[config.mk]
export PLATFORM = sky130hd
export DESIGN_NAME = ssob_ctrl
export DESIGN_NICKNAME = d
export VERILOG_FILES = /design/src/hdl/ssob_pkg.sv /design/src/hdl/ssob_ctrl.sv
export SDC_FILE = /design/constraint.sdc
export NUM_CORES = 1
export LEC_CHECK = 0
export BUFFER_PORTS_ARGS = -buffer_cell sky130_fd_sc_hd__buf_4
export CAP_MARGIN = 0
export CELL_PAD_IN_SITES_DETAIL_PLACEMENT = 1
export CELL_PAD_IN_SITES_GLOBAL_PLACEMENT = 2
export CORE_AREA = 2 2 39 41
export DETAILED_ROUTE_END_ITERATION = 6
export DIE_AREA = 0 0 41 43
export PLACE_DENSITY_LB_ADDON = 0.1
export SKIP_LAST_GASP = 1
export SLEW_MARGIN = 30
export SYNTH_ARGS = -nofsm -noshare
export SYNTH_HDL_FRONTEND = slang
export SYNTH_SLANG_ARGS = --single-unit
[constraint.sdc]
create_clock -name clk_i -period 1.28 [get_ports clk_i]
set_input_delay 0.256 -clock clk_i [delete_from_list [all_inputs] [get_ports clk_i]]
set_output_delay 0.256 -clock clk_i [all_outputs]
set_load 0.02 [all_outputs]
[src/hdl/ssob_pkg.sv]
// Shared types and constants for the scanline span occlusion buffer.
// No dependencies; used by ssob_ctrl, ssob_dp and the top level.
`timescale 1ns / 1ps

package ssob_pkg;

  localparam int FUNC_W   = 2;
  localparam int Y_W      = 10;
  localparam int X_W      = 11;
  localparam int CFG_W    = 11;
  localparam int CFG_IDX_W = 1;

  // coverage storage word, one bit per pixel column
  localparam int WORD_W   = 64;
  localparam int BIT_W    = $clog2(WORD_W);

  localparam int DEF_MAX_WIDTH  = 1024;
  localparam int DEF_MAX_HEIGHT = 1024;

  localparam logic [CFG_W-1:0] VIEW_RESET = 11'd1024;

  // item function codes
  localparam logic [FUNC_W-1:0] FUNC_TEST  = 2'd0;
  localparam logic [FUNC_W-1:0] FUNC_DRAW  = 2'd1;
  localparam logic [FUNC_W-1:0] FUNC_CLEAR = 2'd2;

  // configuration register indexes
  localparam logic [CFG_IDX_W-1:0] REG_VIEW_WIDTH  = 1'd0;
  localparam logic [CFG_IDX_W-1:0] REG_VIEW_HEIGHT = 1'd1;

  typedef struct packed {
    logic load;   // take the input word
    logic rd;     // read coverage word k, advance k
    logic clr;    // zero one coverage word of the sweep
    logic push;   // move result into the output register
  } ssob_cmd_t;

  typedef struct packed {
    logic in_clear;   // offered word is a clear
    logic in_act;     // offered word touches at least one active pixel
    logic last_word;  // k is the last word of the span
    logic clr_last;   // sweep is at the last address
    logic out_free;   // output register can take a result
  } ssob_sts_t;

endpackage

[src/hdl/ssob_ctrl.sv]
// Sequencer for the occlusion buffer: init sweep, span scan, clear, result.
// Depends on ssob_pkg for the command and status structs.
`timescale 1ns / 1ps

module ssob_ctrl (
  input  logic                 clk_i,
  input  logic                 rst_ni,
  input  logic                 in_valid_i,
  output logic                 in_stall_o,
  input  ssob_pkg::ssob_sts_t  sts_i,
  output ssob_pkg::ssob_cmd_t  cmd_o
);

  typedef enum logic [2:0] {
    ST_INIT,
    ST_IDLE,
    ST_SCAN,
    ST_DRAIN,
    ST_CLEAR,
    ST_FINISH
  } state_e;

  state_e state_q, state_d;
  logic   accept;

  assign in_stall_o = (state_q != ST_IDLE);
  assign accept     = in_valid_i && (state_q == ST_IDLE);

  always_comb begin
    cmd_o.load = accept;
    cmd_o.rd   = (state_q == ST_SCAN);
    cmd_o.clr  = (state_q == ST_INIT) || (state_q == ST_CLEAR);
    cmd_o.push = (state_q == ST_FINISH) && sts_i.out_free;
  end

  always_comb begin
    state_d = state_q;
    unique case (state_q)
      ST_INIT: begin
        if (sts_i.clr_last) state_d = ST_IDLE;
      end
      ST_IDLE: begin
        if (accept) begin
          priority if (sts_i.in_clear) state_d = ST_CLEAR;
          else if (sts_i.in_act)       state_d = ST_SCAN;
          else                         state_d = ST_FINISH;
        end
      end
      ST_SCAN: begin
        if (sts_i.last_word) state_d = ST_DRAIN;
      end
      // last read word is merged this cycle
      ST_DRAIN: begin
        state_d = ST_FINISH;
      end
      ST_CLEAR: begin
        if (sts_i.clr_last) state_d = ST_FINISH;
      end
      ST_FINISH: begin
        if (sts_i.out_free) state_d = ST_IDLE;
      end
      default: state_d = ST_IDLE;
    endcase
  end

  always_ff @(posedge clk_i or negedge rst_ni) begin
    if (!rst_ni) begin
      state_q <= ST_INIT;
    end else begin
      state_q <= state_d;
    end
  end

endmodule

==> impl_metrics.py <==
metrics = {
    "route": {
        "wl_um": 655,
        "postRouteAntennaNets": 0,
        "drc": 0,
        "vias_per_cell": 3.92,
        "drt-initial-drc-count": 5,
        "dr.pass1.iters": 2,
        "wl_per_cell_um": 10.9,
        "vias": 235,
    },
    "cells_and_area": {
        "fin_nets": 53,
        "final_cell_mix": "buf_4 (15), a21oi_1 (3), clkbuf_4 (3), buf_6 (3), dfrtp_1 (3)",
        "regMostFlops": "state_q",
        "final_common_cell": "buf_4",
        "drive_gt1_share_pct": 61.4,
        "largest_register_ffs": 3,
        "diodes": 0,
        "fillers": 180,
        "fin_cells": 60,
        "reg.largest.list": "state_q: 3 flops",
        "area_growth_pct": 123,
    },
    "floorplanning": {
        "die_w_um": 41,
        "num_rows": 14,
        "start_util_pct": 13.2,
        "die_area_um2": 1760,
        "io_pins": 13,
        "coreArea_um2": 1380,
        "die_h_um": 43,
    },
    "clock_tree": {
        "ctsHtreeMaxLevel": 1,
        "clock_latency_ps": 250,
        "numCtsBuffers": 3,
        "clockBufferDepth": 2,
        "clk_pin_slew_ps": 40,
        "cts_tree": "yes",
        "cts_sinks": 3,
        "ctsRootBufferMaster": "clkbuf_4",
    },
    "critical_path": {
        "path_cells": "or3b_4 -> inv_2 -> buf_6",
        "max_stage_delay_ps": 410,
        "crit_type": "flip-flop to primary output",
        "cpMaxStageDelayCell": "or3b_4",
        "cp.required_ps": 1020,
        "startpoint_type": "flip-flop",
        "arrival_ps": 1200,
        "critPathCaptureType": "primary output",
        "path_max_fanout": 4,
    },
    "status": {
        "violations": "setup timing",
        "status": "finished with violations",
    },
    "synthesis": {
        "synth_fp_nets": 30,
        "yosysTopAreaCell": "dfrtp_1",
        "yosys.cell_types.count": 14,
        "yosysTopAreaCellShare_pct": 41.1,
        "ys_warn_count": 0,
        "synthCells": 22,
        "syn_area_um2": 183,
        "ys_ff_latch": 3,
        "ys_seq_area_share_pct": 41.1,
        "synth.area.top_cells": "dfrtp_1 (41%), a21oi_1 (8.2%), and4b_2 (6.2%)",
        "syn-mean-instance-area_um2": 8.30,
    },
    "place": {
        "gp_congestion": 0.639,
        "port_buffers": 12,
        "dp_hpwl_um": 442,
        "post-place-cells": 52,
    },
    "global_route": {
        "gr-usage-met2_pct": 12.8,
        "grt_max_degree": 8,
        "grt_overflow": 0,
        "grt_util_all_layers_pct": 8.93,
        "antenna_found_initial": 0,
        "grt_pass1_wl_um": 979,
        "grt-busiest-layer": "met2",
        "grt_pass1_vias": 255,
        "grtUsageMet3_pct": 4.71,
        "met1_usage_pct": 8.65,
    },
    "timing": {
        "period_share_pct": 114,
        "setup_viol": 4,
        "slew_viol_final": 0,
        "finalWorstSetupSlack_ps": -174,
        "worst_pin_slew_ps": 194,
        "hold_viol": 0,
        "slew_headroom_pct": 87.0,
        "fmax_ghz": 0.688,
        "layout_min_cycle_time_ps": 1450,
        "rsz0062_at_grt": "yes",
        "fin_skew_ps": 2.26,
        "finalSetupTns_ps": -489,
    },
    "flow_run": {
        "maxCapViolations": 0,
    },
    "pwr": {
        "peakVddDrop_mv": 0.453,
        "power.density_nw_per_um2": 1930,
        "power.total_mw": 0.785,
        "p_leak_nw": 0.207,
    },
    "worst_hold_path": {
        "holdCritPathClass": "primary input to flip-flop",
    },
}
[power breakdown]
part | internal [mW] | total [mW] | switching [mW]
Sequential | 0.130 | 0.156 | 0.0262
Clock | 0.118 | 0.180 | 0.0627
Combinational | 0.224 | 0.448 | 0.224
[cell usage after synthesis]
cell	count
or3b_1	1
nor2_1	2
and4b_2	1
or2_2	1
nand3_1	1
nand2b_1	1
inv_1	3
a21oi_1	3
buf_4	1
o21ai_0	1
o31ai_1	1
nand2_1	2
o32ai_1	1
dfrtp_1	3
[critical path: cells and delay by family (launching register included)]
| kind | cells | cell delay (ps) |
|---|---|---|
| and+or+nand+nor | 1 | 410 |
| DFF | 1 | 380 |
| buffers and inverters | 2 | 160 |
[per-layer routing]
layer	vias to the layer above	routed length [µm]
met5	-	0
met4	0	15
met3	2	69
met2	10	337
met1	105	233
li1	118	-
[cell families (layout without fill, tap and decap cells)]
kind of cell,Yosys count,after routing,share of synthesized area (%)
AND/OR/NAND/NOR,9,9,28.8
buffers and inverters,4,26,10.3
AO/OA/AOI/OAI,6,6,19.9
flip-flops,3,3,41.1
[worst paths after layout]
kind	slack [ps]	cells past startpoint	endpoint	from
max	-170	3	cmd_o[2]	state_q[1]$_DFFE_PN0P_
min	280	3	state_q[0]$_DFFE_PN0P_	sts_i[3]
max reg2reg	-50	5	state_q[0]$_DFFE_PN0P_	state_q[1]$_DFFE_PN0P_
min reg2reg	610	2	state_q[2]$_DFFE_PN0P_	state_q[2]$_DFFE_PN0P_
max in group asynchronous	850	2	state_q[0]$_DFFE_PN0P_	rst_ni
min in group asynchronous	340	2	state_q[2]$_DFFE_PN0P_	rst_ni
[timing repair]
item,4_1_cts,5_1_grt
setup buffers,2,1
endpoints found under the setup margin,5,6
resized for setup,7,2
endpoints found under the hold margin,3,0
hold buffers,1,0
pin swaps,1,1
[cell type report]
| cell class | instances | area, µm² | area share, % |
|---|---|---|---|
| sequential | 3 | 75.1 | 18.5 |
| inverter | 3 | 11.3 | 2.77 |
| multi-input combinational | 15 | 118 | 28.9 |
| clock buffer | 4 | 26.3 | 6.46 |
| timing repair buffer | 19 | 156 | 38.5 |
| tap | 16 | 20.0 | 4.92 |
[through the flow]
stage / instance area (µm²) / hold slack, ps / utilization, % / setup slack (ps)
2_1_floorplan: 183 / -39.6 / - / 69.0
3_3_place_gp: 308 / 45.3 / 22.2 / 3.02
3_5_place_dp: 308 / 47.6 / 22.2 / -1.04
4_1_cts: 380 / 272 / 27.5 / -178
5_1_grt: 407 / 278 / 29.4 / -212
6_report: 407 / 276 / 29.4 / -174
(Power assumes the default switching activity.)
